File: config.mk
export PLATFORM = sky130hd
export DESIGN_NAME = height_map_text_parser_flat
export DESIGN_NICKNAME = d
export VERILOG_FILES = /design/src/design/hmtp_pkg.sv /design/src/design/hmtp_if.sv /design/src/design/hmtp_classify.sv /design/src/design/height_map_text_parser.sv /design/src/flat_wrapper.sv
export SDC_FILE = /design/constraint.sdc
export NUM_CORES = 1
export LEC_CHECK = 0
export ABC_AREA = 1
export BUFFER_PORTS_ARGS = -buffer_cell sky130_fd_sc_hd__buf_4
export CAP_MARGIN = 15
export CORE_MARGIN = 2
export CORE_UTILIZATION = 29
export CTS_BUF_LIST = sky130_fd_sc_hd__clkbuf_4
export DETAILED_ROUTE_END_ITERATION = 7
export HOLD_SLACK_MARGIN = 0.12
export PLACE_DENSITY = 0.45
export SYNTH_ARGS = -nofsm -noshare
export SYNTH_HDL_FRONTEND = slang
export SYNTH_HIERARCHICAL = 1
export SYNTH_SLANG_ARGS = --single-unit
File: constraint.sdc
create_clock -name clk -period 9.4 [get_ports clk]
set_input_delay 0 -clock clk [delete_from_list [all_inputs] [get_ports clk]]
set_output_delay 0 -clock clk [all_outputs]
set_load 0.05 [all_outputs]
File: src/design/hmtp_pkg.sv
// shared types, constants and character codes for the height map text parser
package hmtp_pkg;

    localparam int CHAR_W      = 8;
    localparam int OUT_COORD_W = 12;
    localparam int DATA_W      = 32;
    localparam int APB_ADDR_W  = 3;
    localparam int APB_DATA_W  = 32;

    localparam int COORD_BITS_DEFAULT = 12;

    // register word index taken from paddr[2]
    localparam logic REG_DEFAULT_COLOR = 1'b0;

    localparam logic [DATA_W-1:0] DEFAULT_COLOR_RESET = 32'h00FF_FFFF;

    localparam logic [CHAR_W-1:0] CH_0       = 8'h30;
    localparam logic [CHAR_W-1:0] CH_9       = 8'h39;
    localparam logic [CHAR_W-1:0] CH_PLUS    = 8'h2B;
    localparam logic [CHAR_W-1:0] CH_MINUS   = 8'h2D;
    localparam logic [CHAR_W-1:0] CH_COMMA   = 8'h2C;
    localparam logic [CHAR_W-1:0] CH_NEWLINE = 8'h0A;
    localparam logic [CHAR_W-1:0] CH_LC_A    = 8'h61;
    localparam logic [CHAR_W-1:0] CH_LC_F    = 8'h66;
    localparam logic [CHAR_W-1:0] CH_LC_X    = 8'h78;
    localparam logic [CHAR_W-1:0] CH_LC_Z    = 8'h7A;
    localparam logic [CHAR_W-1:0] CH_UC_A    = 8'h41;
    localparam logic [CHAR_W-1:0] CH_UC_F    = 8'h46;
    localparam logic [CHAR_W-1:0] CH_UC_X    = 8'h58;
    localparam logic [CHAR_W-1:0] CH_UC_Z    = 8'h5A;

    typedef struct packed {
        logic       is_dec;
        logic       is_sign;
        logic       is_minus;
        logic       is_comma;
        logic       is_newline;
        logic       is_alnum;
        logic       is_x;
        logic       is_zero;
        logic       is_hex;
        logic [3:0] digit;
    } char_class_t;

endpackage

File: src/design/hmtp_if.sv
// item channels: map text bytes in, vertices out

interface hmtp_char_if;
    logic                           valid;
    logic                           ready;
    logic [hmtp_pkg::CHAR_W-1:0]    ch;
    logic                           last;

    modport source (output valid, output ch, output last, input ready);
    modport sink   (input valid, input ch, input last, output ready);
endinterface

interface hmtp_vertex_if;
    logic                               valid;
    logic                               ready;
    logic [hmtp_pkg::OUT_COORD_W-1:0]   row;
    logic [hmtp_pkg::OUT_COORD_W-1:0]   col;
    logic signed [hmtp_pkg::DATA_W-1:0] height;
    logic [hmtp_pkg::DATA_W-1:0]        color;

    modport source (output valid, output row, output col, output height, output color,
                    input ready);
    modport sink   (input valid, input row, input col, input height, input color,
                    output ready);
endinterface

File: src/design/hmtp_classify.sv
// character classifier: decimal, sign, hex, alphanumeric, x, zero and separator flags plus digit value
module hmtp_classify
(
    input  logic [hmtp_pkg::CHAR_W-1:0] ch,
    output hmtp_pkg::char_class_t       cls
);

    logic is_lower;
    logic is_upper;
    logic is_lc_hex;
    logic is_uc_hex;
    logic [hmtp_pkg::CHAR_W-1:0] offs;

    always_comb
    begin
        is_lower  = (ch >= hmtp_pkg::CH_LC_A) && (ch <= hmtp_pkg::CH_LC_Z);
        is_upper  = (ch >= hmtp_pkg::CH_UC_A) && (ch <= hmtp_pkg::CH_UC_Z);
        is_lc_hex = (ch >= hmtp_pkg::CH_LC_A) && (ch <= hmtp_pkg::CH_LC_F);
        is_uc_hex = (ch >= hmtp_pkg::CH_UC_A) && (ch <= hmtp_pkg::CH_UC_F);

        cls.is_dec     = (ch >= hmtp_pkg::CH_0) && (ch <= hmtp_pkg::CH_9);
        cls.is_minus   = (ch == hmtp_pkg::CH_MINUS);
        cls.is_sign    = (ch == hmtp_pkg::CH_PLUS) || cls.is_minus;
        cls.is_comma   = (ch == hmtp_pkg::CH_COMMA);
        cls.is_newline = (ch == hmtp_pkg::CH_NEWLINE);
        cls.is_alnum   = cls.is_dec || is_lower || is_upper;
        cls.is_x       = (ch == hmtp_pkg::CH_LC_X) || (ch == hmtp_pkg::CH_UC_X);
        cls.is_zero    = (ch == hmtp_pkg::CH_0);
        cls.is_hex     = cls.is_dec || is_lc_hex || is_uc_hex;

        // hex letters map to 10..15 from their offset past 'a' or 'A'
        if (is_lc_hex)
        begin
            offs = ch - hmtp_pkg::CH_LC_A + 8'd10;
        end
        else if (is_uc_hex)
        begin
            offs = ch - hmtp_pkg::CH_UC_A + 8'd10;
        end
        else
        begin
            offs = ch - hmtp_pkg::CH_0;
        end
        cls.digit = offs[3:0];
    end

endmodule

File: src/design/height_map_text_parser.sv
// top level: height map text parser with apb config register
//
// Parses map text one byte per item. Each token (optional sign, decimal
// height, optional ",0x" hex colour) yields one vertex with its row, column,
// height and colour; tokens without a colour take default_color (apb offset
// 0x0, reset 0x00FFFFFF). Throughput is one byte per cycle while the output is
// not stalled: each byte goes from an input register through the classifier
// and parser state update into the vertex register, and one more byte is
// taken while a finished vertex waits. The byte that ends a token passes the
// input register, then its vertex is registered in the vertex register. The
// byte marked last flushes a pending token and returns the parser to row 1,
// column 1; row and column stop at 2^COORD_BITS-1 and show their low 12 bits.
module height_map_text_parser
#(
    parameter int COORD_BITS = hmtp_pkg::COORD_BITS_DEFAULT
)
(
    input  logic                              clk,
    input  logic                              rst_n,

    hmtp_char_if.sink                         char_in,
    hmtp_vertex_if.source                     vertex_out,

    input  logic                              psel,
    input  logic                              penable,
    input  logic                              pwrite,
    input  logic [hmtp_pkg::APB_ADDR_W-1:0]   paddr,
    input  logic [hmtp_pkg::APB_DATA_W-1:0]   pwdata,
    output logic [hmtp_pkg::APB_DATA_W-1:0]   prdata,
    output logic                              pready
);

    localparam logic [2:0] PH_IDLE   = 3'd0;
    localparam logic [2:0] PH_HACC   = 3'd1;
    localparam logic [2:0] PH_HSKIP  = 3'd2;
    localparam logic [2:0] PH_CSTART = 3'd3;
    localparam logic [2:0] PH_CZERO  = 3'd4;
    localparam logic [2:0] PH_CHEX   = 3'd5;
    localparam logic [2:0] PH_ASKIP  = 3'd6;

    localparam int DW = hmtp_pkg::DATA_W;
    localparam int OW = hmtp_pkg::OUT_COORD_W;
    localparam int EXT_W = (COORD_BITS > OW) ? COORD_BITS : OW;
    localparam logic [COORD_BITS-1:0] COORD_ONE = COORD_BITS'(1);
    localparam logic [COORD_BITS-1:0] COORD_MAX = {COORD_BITS{1'b1}};

    // config register
    logic [DW-1:0] default_color_reg;
    logic          cfg_wr;

    assign pready = 1'b1;
    assign cfg_wr = psel && penable && pwrite && (paddr[2] == hmtp_pkg::REG_DEFAULT_COLOR);
    assign prdata = (paddr[2] == hmtp_pkg::REG_DEFAULT_COLOR) ? default_color_reg : '0;

    always_ff @(posedge clk or negedge rst_n)
    begin
        if (!rst_n)
        begin
            default_color_reg <= hmtp_pkg::DEFAULT_COLOR_RESET;
        end
        else if (cfg_wr)
        begin
            default_color_reg <= pwdata;
        end
    end

    // input register
    logic                        in_valid_reg;
    logic [hmtp_pkg::CHAR_W-1:0] ch_reg;
    logic                        last_reg;
    logic                        advance;
    logic                        in_take;

    assign advance       = in_valid_reg && (!vertex_out.valid || vertex_out.ready);
    assign char_in.ready = !in_valid_reg || advance;
    assign in_take       = char_in.valid && char_in.ready;

    always_ff @(posedge clk or negedge rst_n)
    begin
        if (!rst_n)
        begin
            in_valid_reg <= 1'b0;
        end
        else if (in_take)
        begin
            in_valid_reg <= 1'b1;
        end
        else if (advance)
        begin
            in_valid_reg <= 1'b0;
        end
    end

    always_ff @(posedge clk)
    begin
        if (in_take)
        begin
            ch_reg   <= char_in.ch;
            last_reg <= char_in.last;
        end
    end

    hmtp_pkg::char_class_t cls;

    hmtp_classify u_classify
    (
        .ch  (ch_reg),
        .cls (cls)
    );

    // parser state
    logic [2:0]            phase_reg,       phase_next;
    logic [COORD_BITS-1:0] row_reg,         row_next;
    logic [COORD_BITS-1:0] col_reg,         col_next;
    logic [DW-1:0]         height_acc_reg,  height_acc_next;
    logic                  negative_reg,    negative_next;
    logic [DW-1:0]         color_acc_reg,   color_acc_next;
    logic                  color_given_reg, color_given_next;

    logic                  emit;
    logic [COORD_BITS-1:0] e_row;
    logic [COORD_BITS-1:0] e_col;
    logic [DW-1:0]         e_height;
    logic [DW-1:0]         e_color;
    logic                  end_token;

    always_comb
    begin
        phase_next       = phase_reg;
        row_next         = row_reg;
        col_next         = col_reg;
        height_acc_next  = height_acc_reg;
        negative_next    = negative_reg;
        color_acc_next   = color_acc_reg;
        color_given_next = color_given_reg;
        end_token        = 1'b0;

        case (phase_reg)
            PH_IDLE:
            begin
                if (cls.is_dec || cls.is_sign)
                begin
                    phase_next       = PH_HACC;
                    negative_next    = cls.is_minus;
                    height_acc_next  = cls.is_dec ? DW'(cls.digit) : '0;
                    color_acc_next   = '0;
                    color_given_next = 1'b0;
                end
            end
            PH_HACC, PH_HSKIP:
            begin
                if (cls.is_dec && (phase_reg == PH_HACC))
                begin
                    height_acc_next = (height_acc_reg << 3) + (height_acc_reg << 1)
                                    + DW'(cls.digit);
                end
                else if (cls.is_dec || cls.is_sign)
                begin
                    phase_next = PH_HSKIP;
                end
                else if (cls.is_comma)
                begin
                    phase_next       = PH_CSTART;
                    color_given_next = 1'b1;
                    color_acc_next   = '0;
                end
                else if (cls.is_alnum)
                begin
                    phase_next = PH_ASKIP;
                end
                else
                begin
                    end_token = 1'b1;
                end
            end
            default:
            begin
                if (!cls.is_alnum)
                begin
                    end_token = 1'b1;
                end
                else if (phase_reg == PH_ASKIP)
                begin
                    phase_next = PH_ASKIP;
                end
                else if ((phase_reg == PH_CZERO) && cls.is_x)
                begin
                    phase_next = PH_CHEX;
                end
                else if (cls.is_hex)
                begin
                    color_acc_next = {color_acc_reg[DW-5:0], cls.digit};
                    phase_next = ((phase_reg == PH_CSTART) && cls.is_zero) ? PH_CZERO
                                                                           : PH_CHEX;
                end
                else
                begin
                    phase_next = PH_ASKIP;
                end
            end
        endcase

        // vertex is taken from the state after this byte's token update, before the column and row advance
        emit     = end_token || (last_reg && (phase_next != PH_IDLE));
        e_row    = row_next;
        e_col    = col_next;
        e_height = negative_next ? (DW'(0) - height_acc_next) : height_acc_next;
        e_color  = color_given_next ? color_acc_next : default_color_reg;

        if (end_token)
        begin
            phase_next = PH_IDLE;
            if (col_next != COORD_MAX)
            begin
                col_next = col_next + COORD_ONE;
            end
        end

        // newline outside a token or ending one
        if (cls.is_newline && ((phase_reg == PH_IDLE) || end_token))
        begin
            if (row_next != COORD_MAX)
            begin
                row_next = row_next + COORD_ONE;
            end
            col_next = COORD_ONE;
        end

        if (last_reg)
        begin
            phase_next       = PH_IDLE;
            row_next         = COORD_ONE;
            col_next         = COORD_ONE;
            height_acc_next  = '0;
            negative_next    = 1'b0;
            color_acc_next   = '0;
            color_given_next = 1'b0;
        end
    end

    always_ff @(posedge clk or negedge rst_n)
    begin
        if (!rst_n)
        begin
            phase_reg       <= PH_IDLE;
            row_reg         <= COORD_ONE;
            col_reg         <= COORD_ONE;
            height_acc_reg  <= '0;
            negative_reg    <= 1'b0;
            color_acc_reg   <= '0;
            color_given_reg <= 1'b0;
        end
        else if (advance)
        begin
            phase_reg       <= phase_next;
            row_reg         <= row_next;
            col_reg         <= col_next;
            height_acc_reg  <= height_acc_next;
            negative_reg    <= negative_next;
            color_acc_reg   <= color_acc_next;
            color_given_reg <= color_given_next;
        end
    end

    // vertex register
    logic                 out_valid_reg;
    logic [OW-1:0]        out_row_reg;
    logic [OW-1:0]        out_col_reg;
    logic [DW-1:0]        out_height_reg;
    logic [DW-1:0]        out_color_reg;
    logic [EXT_W-1:0]     e_row_ext;
    logic [EXT_W-1:0]     e_col_ext;

    assign e_row_ext = EXT_W'(e_row);
    assign e_col_ext = EXT_W'(e_col);

    always_ff @(posedge clk or negedge rst_n)
    begin
        if (!rst_n)
        begin
            out_valid_reg <= 1'b0;
        end
        else if (advance)
        begin
            out_valid_reg <= emit;
        end
        else if (vertex_out.ready)
        begin
            out_valid_reg <= 1'b0;
        end
    end

    always_ff @(posedge clk)
    begin
        if (advance && emit)
        begin
            out_row_reg    <= e_row_ext[OW-1:0];
            out_col_reg    <= e_col_ext[OW-1:0];
            out_height_reg <= e_height;
            out_color_reg  <= e_color;
        end
    end

    assign vertex_out.valid  = out_valid_reg;
    assign vertex_out.row    = out_row_reg;
    assign vertex_out.col    = out_col_reg;
    assign vertex_out.height = out_height_reg;
    assign vertex_out.color  = out_color_reg;

endmodule

File: src/flat_wrapper.sv
// flat-port wrapper written by rule: the top's interface ports become plain ports
module height_map_text_parser_flat 
#(
    parameter int COORD_BITS = hmtp_pkg::COORD_BITS_DEFAULT
)
  (clk, rst_n, psel, penable, pwrite, paddr, pwdata, prdata, pready, char_in_valid, char_in_ch, char_in_last, char_in_ready, vertex_out_valid, vertex_out_row, vertex_out_col, vertex_out_height, vertex_out_color, vertex_out_ready);
  hmtp_char_if char_in_i ();
  hmtp_vertex_if vertex_out_i ();
  input  logic clk;
  input  logic rst_n;
  input  logic psel;
  input  logic penable;
  input  logic pwrite;
  input  logic [hmtp_pkg::APB_ADDR_W-1:0] paddr;
  input  logic [hmtp_pkg::APB_DATA_W-1:0] pwdata;
  output logic [hmtp_pkg::APB_DATA_W-1:0] prdata;
  output logic pready;
  input wire logic [$bits(char_in_i.valid)-1:0] char_in_valid;
  input wire logic [$bits(char_in_i.ch)-1:0] char_in_ch;
  input wire logic [$bits(char_in_i.last)-1:0] char_in_last;
  output wire logic [$bits(char_in_i.ready)-1:0] char_in_ready;
  output wire logic [$bits(vertex_out_i.valid)-1:0] vertex_out_valid;
  output wire logic [$bits(vertex_out_i.row)-1:0] vertex_out_row;
  output wire logic [$bits(vertex_out_i.col)-1:0] vertex_out_col;
  output wire logic [$bits(vertex_out_i.height)-1:0] vertex_out_height;
  output wire logic [$bits(vertex_out_i.color)-1:0] vertex_out_color;
  input wire logic [$bits(vertex_out_i.ready)-1:0] vertex_out_ready;
  assign char_in_i.valid = char_in_valid;
  assign char_in_i.ch = char_in_ch;
  assign char_in_i.last = char_in_last;
  assign char_in_ready = char_in_i.ready;
  assign vertex_out_valid = vertex_out_i.valid;
  assign vertex_out_row = vertex_out_i.row;
  assign vertex_out_col = vertex_out_i.col;
  assign vertex_out_height = vertex_out_i.height;
  assign vertex_out_color = vertex_out_i.color;
  assign vertex_out_i.ready = vertex_out_ready;
  height_map_text_parser #(.COORD_BITS(COORD_BITS)) u_core (.clk(clk), .rst_n(rst_n), .char_in(char_in_i), .vertex_out(vertex_out_i), .psel(psel), .penable(penable), .pwrite(pwrite), .paddr(paddr), .pwdata(pwdata), .prdata(prdata), .pready(pready));
endmodule
## Yosys cells after proc, flatten, opt, wreduce, memory -nomap -nowiden

Cells that the tools add are included.

| word-level totals | value |
|---|---|
| flip-flop bits (word level) | 224 |
| input bits | 51 |
| logic and storage cells | 147 |

| operators by class | value |
|---|---|
| add/sub/neg operators | 10 |
| magnitude comparators | 8 |
| eq/ne operators | 14 |
| muxes and demuxes | 58 |
| bitwise operators | 1 |
| reductions and logical operators | 40 |

Operators by type and width:

| cell | number |
|---|---|
| $mux W32 | 15 |
| $pmux W32 S2 | 2 |
| $mux W12 | 7 |
| $mux W3 | 11 |
| $add A32 B32 Y32 | 1 |
| $add A32 B4 Y32 | 1 |
| $eq A8 B6 Y1 const B | 4 |
| $le A8 B7 Y1 const B | 4 |
| $sub A1 B32 Y32 const A | 1 |
| $add A12 B1 Y12 const B | 2 |
| $ne A12 B12 Y1 const B | 2 |
| $mux W1 | 17 |
| $eq A8 B7 Y1 const B | 2 |
| $ge A8 B7 Y1 const B | 2 |
| $logic_and A1 B1 Y1 | 16 |
| $mux W4 | 3 |
| $sub A4 B1 Y4 const B | 3 |
| $logic_or A1 B1 Y1 | 11 |
| $reduce_bool A3 Y1 | 3 |
| $add A4 B4 Y4 const B | 2 |
| $eq A8 B4 Y1 const B | 1 |
| $ge A8 B6 Y1 const B | 1 |
| $le A8 B6 Y1 const B | 1 |
| $reduce_bool A2 Y1 | 4 |
| 10 further kinds | 15 |

## Longest topological paths before layout

Gate-level depths: netlist of the first run.

| logic depth | value |
|---|---|
| depth in word-level cells | 13 |
| mapped depth | 35 |
| gate-level depth less buffers | 35 |

## Cells and area by module

Netlist of the first run, hierarchy kept.

By module, submodules not included:

| module | times used | cells each | area an instance (µm²) |
|---|---|---|---|
| height_map_text_parser | 1 | 1736 | 13462.9 |
| hmtp_classify | 1 | 100 | 493.0 |

## Worst setup path before layout of the first run

Ideal clock, no wire load.

| timing | value |
|---|---|
| path type | register to register |
| from | register u_core/ch_reg[0] in the netlist's numbering |
| to | register u_core.out_height_reg[21], in the netlist u_core/vertex_out.height[21] (data pin) |
| setup time | 0.254 ns |
| data arrival time | 3.810 ns |
| required time | 9.146 ns |
| setup slack | 5.336 ns |
| cell stages (with the launch flop) | 31 |
| path buffers | 0 |
| path through | edfxtp_1 inv_1 ha_1 inv_1 nor2_1 nand2_1 nand2_1 nand2_2 nand2_2 nand2_4 inv_2 nand2_1 inv_1 fa_1 inv_1 fa_1 nand3_1 nand3_1 nand2_1 nand2_1 nor2_1 o21ai_1 nor2_1 nand2_1 nor2_4 nand3_4 nor2_4 nand2_1 nand2_1 xor2_1 inv_1 |

RTL lines:

| element | line | text |
|---|---|---|
| start: declaration | height_map_text_parser.sv:69 | `logic [hmtp_pkg::CHAR_W-1:0] ch_reg;` |
| start signal: assignment | height_map_text_parser.sv:98 | `ch_reg <= char_in.ch;` |
| end signal: assignment | height_map_text_parser.sv:299 | `out_height_reg <= e_height;` |
| end: declaration | height_map_text_parser.sv:269 | `logic [DW-1:0] out_height_reg;` |

==> run summary, run 1 <==
The flip-flop and latch count after synthesis is 224. The remaining global-route overflow came out at 0. STA classifies the critical path endpoint as a register. The shortest clock period the worst path allows after layout is 5160 ps. Of the synthesized area, sequential elements account for 0.439. In the synthesized netlist, the number of instances is 1836. Post-CTS timing repair inserted 0 buffers for setup.

The master cell of the clock root buffer is sky130_fd_sc_hd__clkbuf_4. The setup clock skew after layout is 52.8 ps. Setup repair after global routing left no endpoint under its margin. The distinct cell type count of the synthesized netlist is 53.

Port buffering added 170 buffers. By startpoint and endpoint, the worst setup path is classified as reg -> reg. For this run, the detailed router's first-pass iteration total came to 5. By instance count, the cell type seen most on the critical path is sky130_fd_sc_hd__nand2_1. The placed wire-length estimate after detailed placement came out at 30.7 mm.

The prevailing post-synth register cell is sky130_fd_sc_hd__dfrtp_1. The total via count in the routed design is 13100. For this run, the post-layout net count is 2301.

After clock tree synthesis, the clock-pin slew on the worst setup and hold paths is 70 ps. The count of final hold-check violations came to 0. The number of placement rows is 80. The number of H-tree levels is 3. The initial cell density of the core is 0.293. The aggregate routed wire length is 43.8 mm. The worst-case clock buffer depth is 3. The detailed-route DRC error count is 0.

The cell leakage power is 0.00917 uW. The areal power density over the cells is 186 mW/mm2. The data arrival time of the critical path came out at 5660 ps. The average wire per standard cell came out at 15.4 um.

The post-synthesis async set-or-reset flop share is 0.567. The fraction of post-synthesis cell area in the top cell type by area came out at 0.209. The number of routed nets with antenna violations is 0.

Sorting the synthesized cells by area gives the leading types as sky130_fd_sc_hd__edfxtp_1 21%, sky130_fd_sc_hd__dfrtp_1 18%, sky130_fd_sc_hd__nand2_1 13%, sky130_fd_sc_hd__inv_1 7.7%, sky130_fd_sc_hd__ha_1 5.8%. The count of boundary I/O pins came out at 174. The total of warnings raised by yosys is 6.

The total negative setup slack came out at 0 ps. The combined global-route utilization of all metal layers came out at 0.176. The mean number of vias per cell came out at 4.60. The worst-case IR drop observed on VDD is 92.7 uV. The number of antenna violations at the first check in global routing is 2. The width of the die came out at 223 um. From synthesis to final layout, the design area changed by 31.3%. The global-route wire length before repair came out at 69.0 mm. The clock latency on the worst-skew pair came out at 770 ps.

The required time at the endpoint of the critical path is 9900 ps. The number of max-cap violations is 0. The slew of the pin with the lowest slew margin came out at 1080 ps.

The final count of pins violating max slew came out at 0. Derived from the worst setup path, the maximum achievable clock frequency is 194 MHz. TritonCTS built the clock tree.

The slowest stage of the critical path belongs to the cell sky130_fd_sc_hd__fa_1. Entering global routing, the biggest net connects 69 pins. The via count of the first global-routing pass was 12700. The first routing iteration left 802 violations.

The run finished with clean final reports. The fraction of the cycle the final worst path needs came out at 0.549. Summed over all instances, the cell type with the most area after synthesis is sky130_fd_sc_hd__edfxtp_1. The total standard cell area after synthesis came out at 0.0140 mm2. The layout cell share with drive strength beyond 1 came out at 0.165. The routability congestion estimate from global placement is 0.843. For this design, the sink count on the clock tree is 224. The peak per-stage delay on the critical path is 560 ps. Each instance of the synthesized netlist takes up on average 7.60 um2. The tightest min-delay check is of the in -> async type.

After clock tree synthesis, the flow added hold-fix buffers numbering 153. By count the netlist is led by 480 x sky130_fd_sc_hd__nand2_1, 288 x sky130_fd_sc_hd__inv_1, 185 x sky130_fd_sc_hd__nor2_1. The tightest hold margin is 379 ps. The maximum fanout along the worst path is 6. The most frequently used cell type in the post-synthesis netlist is sky130_fd_sc_hd__nand2_1. The net count of the mapped netlist is 1954. The placeable core area is 0.0476 mm2. The die outline height is 223 um. Headroom to the max-slew limit came out at 0.280. The startpoint class of the critical path is a register. The count of endpoints failing setup in the final report came out at 0. After clock tree synthesis, the repair step resized 0 gates. The number of enable-type register cells in the synthesized netlist came out at 97. Counting the buffers created by CTS gives 67. The die area is 0.0499 mm2.
worst paths after layout:
path	slack, ps	depth (start not counted)	endpoint	from
worst min register to register	450	0	u_core/vertex_out.col[9]	u_core/col_reg[9]
worst max register to register	4240	31	u_core/vertex_out.height[25]	u_core/ch_reg[0]
max in group asynchronous	8050	4	u_core/color_acc_reg[13]	rst_n
min in group clk	450	0	u_core/vertex_out.col[9]	u_core/col_reg[9]
worst min-delay path	380	3	u_core/e_row[0]	rst_n
worst max-delay path	4240	31	u_core/vertex_out.height[25]	u_core/ch_reg[0]
area by class of cell:
| cell class | count | area (um2) |
|---|---|---|
| timing repair buffer | 335 | 2930 |
| antenna | 1 | 2.50 |
| sequential | 224 | 6120 |
| tap | 615 | 769 |
| fill | 4916 | 29300 |
| inverter | 299 | 1120 |
| multi-input combinational | 1256 | 6480 |
| clock inverter | 25 | 154 |
| clock buffer | 97 | 728 |
power by group:
part	internal (uW)	switching (uW)
Sequential	1190	64.8
Combinational	325	857
Clock	532	450
Total	2040	1370
stage by stage:
stage	instance area [um2]	std cells	power [uW]	utilization	worst slack [ps]
5_1_grt	18300	2852	3630	0.384	3750
4_1_cts	18300	2850	3470	0.384	4290
2_1_floorplan	14000	1836	2020	-	5340
3_3_place_gp	15900	2575	2380	0.333	4390
6_report	18300	2852	3410	0.384	4240
3_5_place_dp	15900	2575	2380	0.333	4350
cell families (layout without fill, tap and decap cells):
| logic type | count (synthesis) | in the layout | synth area share |
|---|---|---|---|
| xor gates and xnor gates | 28 | 28 | 0.0176 |
| adders and majority gates | 67 | 67 | 0.0611 |
| and+or+nand+nor | 844 | 844 | 0.255 |
| buffers and inverters | 356 | 756 | 0.0977 |
| DFF | 224 | 224 | 0.439 |
| other | 1 | 2 | 0.000269 |
| AOI/OAI and AO/OA | 316 | 316 | 0.130 |
worst max-delay path, delay by kind of cell (launching register included):
family	cells	cell delay, ps
compound gates	1	190
fa+ha+maj	3	1320
buf+inv	6	480
flops	1	490
simple gates	21	2420
metal layers:
metal  GRT usage  vias up  part of all wire
li1            -     6698                 -
met1       0.233     6045              0.47
met2       0.282      303              0.46
met3      0.0370       72             0.047
met4      0.0673        2             0.027
met5           0        -           0.00025
layout by cell type (no fill, tap or decap), types with 2 or more instances in the layout:
cell,Yosys,layout
sky130_fd_sc_hd__o21ai_1,7,7
sky130_fd_sc_hd__nand2_1,480,480
sky130_fd_sc_hd__nor2_1,185,185
sky130_fd_sc_hd__nor4_1,6,6
sky130_fd_sc_hd__xor2_1,24,24
sky130_fd_sc_hd__clkinv_2,0,3
sky130_fd_sc_hd__bufinv_16,0,2
sky130_fd_sc_hd__buf_4,3,180
sky130_fd_sc_hd__o211ai_1,2,2
sky130_fd_sc_hd__or2_2,2,2
sky130_fd_sc_hd__xnor2_1,4,4
sky130_fd_sc_hd__nand4_1,20,20
sky130_fd_sc_hd__ha_1,65,65
sky130_fd_sc_hd__edfxtp_1,97,97
sky130_fd_sc_hd__inv_2,8,11
sky130_fd_sc_hd__a31oi_1,2,2
sky130_fd_sc_hd__a21oi_1,100,100
sky130_fd_sc_hd__o21a_1,33,33
sky130_fd_sc_hd__nor2_4,5,5
sky130_fd_sc_hd__nand3_1,94,94
sky130_fd_sc_hd__inv_1,288,287
sky130_fd_sc_hd__nand3b_1,8,8
sky130_fd_sc_hd__clkinv_1,3,19
sky130_fd_sc_hd__nor2_2,6,6
sky130_fd_sc_hd__a21oi_4,4,4
sky130_fd_sc_hd__fa_1,2,2
sky130_fd_sc_hd__nand2_4,3,3
sky130_fd_sc_hd__dfstp_2,26,26
sky130_fd_sc_hd__clkbuf_4,0,97
sky130_fd_sc_hd__o22ai_1,41,41
sky130_fd_sc_hd__o21ai_0,116,115
sky130_fd_sc_hd__nand3_2,2,2
sky130_fd_sc_hd__dfrtp_1,101,101
sky130_fd_sc_hd__a21boi_2,1,2
sky130_fd_sc_hd__nor3_1,13,13
sky130_fd_sc_hd__nand2_2,15,15
sky130_fd_sc_hd__dlygate4sd3_1,0,152
No activity file was read; power rests on OpenSTA's default activity.
==> inputs of run 2 (changes only) <==
PLACE_DENSITY = 0.46   (was 0.45)
clock period = 4.5 ns   (was 9.4 ns; I/O delays follow)
==> run 2 against run 1 <==
- power up 110%
- routed wire length up 1.3%
- flip-flop and latch count unchanged
- sequential share of layout area down 0.40 points
- non-clock buffer count up 2
- global-route usage up 0.49 points
- critical endpoint is now u_core/vertex_out.height[27]
- largest power group unchanged
==> run summary, run 2 (same netlist as run 1, synthesis figures left out) <==
The flow ran to the end, and the final reports show no timing, DRC or antenna violations. The total via count in the routed design is 13100 (+0.046%). The fmax is 239 MHz (+23%). TritonCTS built the clock tree. The number of nets in the layout came out at 2306 (+0.22%). The combined global-route utilization of all metal layers is 0.181 (+0.00487). The portion of total power attributed to sequential cells is 0.358 (-0.008). The clock latency on the worst-skew pair came to 770 ps (about the same). The detailed-route DRC error count came out at 0 (unchanged). The library cell used most frequently in the layout, excluding fill and tap cells, is sky130_fd_sc_hd__nand2_1.

The slew of the pin with the lowest slew margin came out at 1110 ps (+31.6 ps). The layout overhead on the synthesized area came out at 32.8%. By instance count, the cell type seen most on the critical path is sky130_fd_sc_hd__nand2_1.

The internal power of the cells came out at 4410 uW (+120%). The count of final hold-check violations came out at 0 (unchanged). The headroom to the max-slew limit is 0.260 (-0.0195).

The placed wire-length estimate after detailed placement is 32.2 mm (+4.8%). By startpoint and endpoint, the worst setup path is classified as reg -> reg. The mean number of vias per cell is 4.59 (-0.27%). The shortest clock period the worst path allows after layout is 4180 ps (-979 ps).

The layout cell share with drive strength beyond 1 came out at 0.210 (+0.0453). The pin count of the biggest net entering global routing came out at 70 (+1.4%). The maximum fanout along the worst path is 4 (-2). The part of the power in the clock network is 0.298 (+0.010). The kind of end point of the critical path is a register. The areal power density over the cells was 393 mW/mm2 (+110%). The placeable core area is 0.0476 mm2 (unchanged). The number of violations reported at the end of detailed-routing iteration 0 came out at 837 (+4.4%). The peak supply drop came out at 221 uV (+140%).

The total CTS buffers is 70 (+4.5%). The largest individual stage delay along the critical path comes from the cell sky130_fd_sc_hd__fa_1. The count of boundary I/O pins is 174 (unchanged).

The number of max-cap violations came out at 0 (unchanged). Grouping stages by cell kind, the critical path spends the most delay in simple AND/OR/NAND/NOR gates. The share of the core filled with cells is 0.389 (+0.00462). The critical path buffer and inverter count is 5 (-1). The total negative setup slack came out at 0 ps (unchanged). The number of H-tree levels is 3 (unchanged). The number of routed nets with antenna violations is 0 (unchanged). The total of fill cells in the finished design is 5012 (+2.0%). In this run the clock root is driven by a sky130_fd_sc_hd__clkbuf_4.

The cell leakage power is 0.00926 uW (+1.0%). The initial cell density of the core is 0.293 (unchanged). The aggregate routed wire length is 44.4 mm (+1.3%). The TritonCTS sink count was 224 (unchanged).

The number of antenna violations at the first check in global routing is 2 (unchanged). The number of buffers inserted by port buffering came to 170 (unchanged). The number of placement rows came out at 80 (unchanged).

The via count of the first global-routing pass came out at 13200 (+3.7%). The net switching power of the design came out at 2880 uW (+110%). The global-route wire length before repair is 71.0 mm (+3.0%). The min-delay analysis places its worst path in the category in -> reg. The remaining global-route overflow is 0 (unchanged). The required time at the endpoint of the critical path is 5000 ps (-4900 ps). The average wire per standard cell came to 15.5 um (+1.0%). STA classifies the critical path startpoint as a register.

The net switching fraction of the power is 0.395 (-0.00722). The final count of pins violating max slew is 0 (unchanged). The setup clock skew after layout came out at 45.8 ps (-7.00 ps).

The die outline height came out at 223 um (unchanged). The fraction of the cycle the final worst path needs is 0.929 (+0.380). The clock transition at the registers of the reported paths is 60 ps (about the same). The proportion of power drawn by combinational gates was 0.344 (-0.002). The peak per-stage delay on the critical path came out at 550 ps (about the same). The worst-case clock buffer depth is 3 (unchanged). The number of search-and-repair iterations in the first detailed-routing pass came out at 5 (unchanged). The width of the die is 223 um (unchanged). The routability congestion estimate from global placement came out at 0.869 (+3.1%).

Leaving out fill and tap cells, the most frequent cells in the layout are 463 x sky130_fd_sc_hd__nand2_1, 282 x sky130_fd_sc_hd__inv_1, 219 x sky130_fd_sc_hd__buf_4. The data arrival time of the critical path came out at 4670 ps (-990 ps). The count of endpoints failing setup in the final report came out at 0 (unchanged).

The die area came to 0.0499 mm2 (unchanged).
## run 2: power by group through the flow
stage                     clock network (uW)  registers (uW)  logic [uW]
after floorplan                            0            2960        1250
after global placement                     0            2650        2380
after detailed placement                   0            2650        2380
after CTS                               2280            2610        2480
after global routing                    2380            2630        2730
final                                   2170            2610        2500
## run 2: layer usage
metal,global-route usage,up-vias,wire (um)
met3,0.0439,77,2130
met1,0.235,6086,20500
li1,-,6703,-
met4,0.0557,2,1050
met2,0.297,258,20700
met5,0,-,13
## run 2: metrics by stage
stage | cell area [um2] | setup WS (ps) | hold slack [ps] | power, uW | std cells
after detailed placement | 16200 | 34.9 | 152 | 5030 | 2609
after floorplan | 14000 | 436 | -296 | 4220 | 1836
after CTS | 18300 | 23.0 | 140 | 7370 | 2852
after global placement | 16100 | 73.7 | 146 | 5020 | 2608
after global routing | 18500 | -12.6 | 209 | 7750 | 2861
final | 18500 | 321 | 222 | 7290 | 2861
## run 2: worst min-delay path, stage by stage
cell	delay, ps
sky130_fd_sc_hd__buf_4	110
sky130_fd_sc_hd__nand4_1	310
sky130_fd_sc_hd__buf_4	420
sky130_fd_sc_hd__a21oi_1	120
## run 2: layout make-up
class                           instances  area (um2)  share of cell area
Antenna cell                            2        5.00            0.000270
Tap cell                              615         769              0.0415
Sequential cell                       224        6120               0.330
Multi-Input combinational cell       1256        6690               0.361
Inverter                              299        1120              0.0607
Timing Repair Buffer                  337        2870               0.155
Clock inverter                         18         130             0.00702
Clock buffer                          110         826              0.0445
## run 2: worst paths after layout
check | start | end | slack [ps] | cells past startpoint
worst max-delay path | u_core/ch_reg[1] | u_core/vertex_out.height[27] | 320 | 31
worst min-delay path | pwrite | u_core/default_color_reg[8] | 220 | 4
worst max register to register | u_core/ch_reg[1] | u_core/vertex_out.height[27] | 320 | 31
worst min register to register | u_core/col_reg[3] | u_core/vertex_out.col[3] | 450 | 0
max in group asynchronous | rst_n | u_core/e_row[10] | 3390 | 4
min in group asynchronous | rst_n | u_core/col_reg[0] | 490 | 3
## run 2: what timing repair did
item                                   CTS  global route
hold buffers                           115             0
resized for setup                        0            63
setup buffers                            0             7
setup endpoints to repair                0            25
endpoints found under the hold margin  165             0
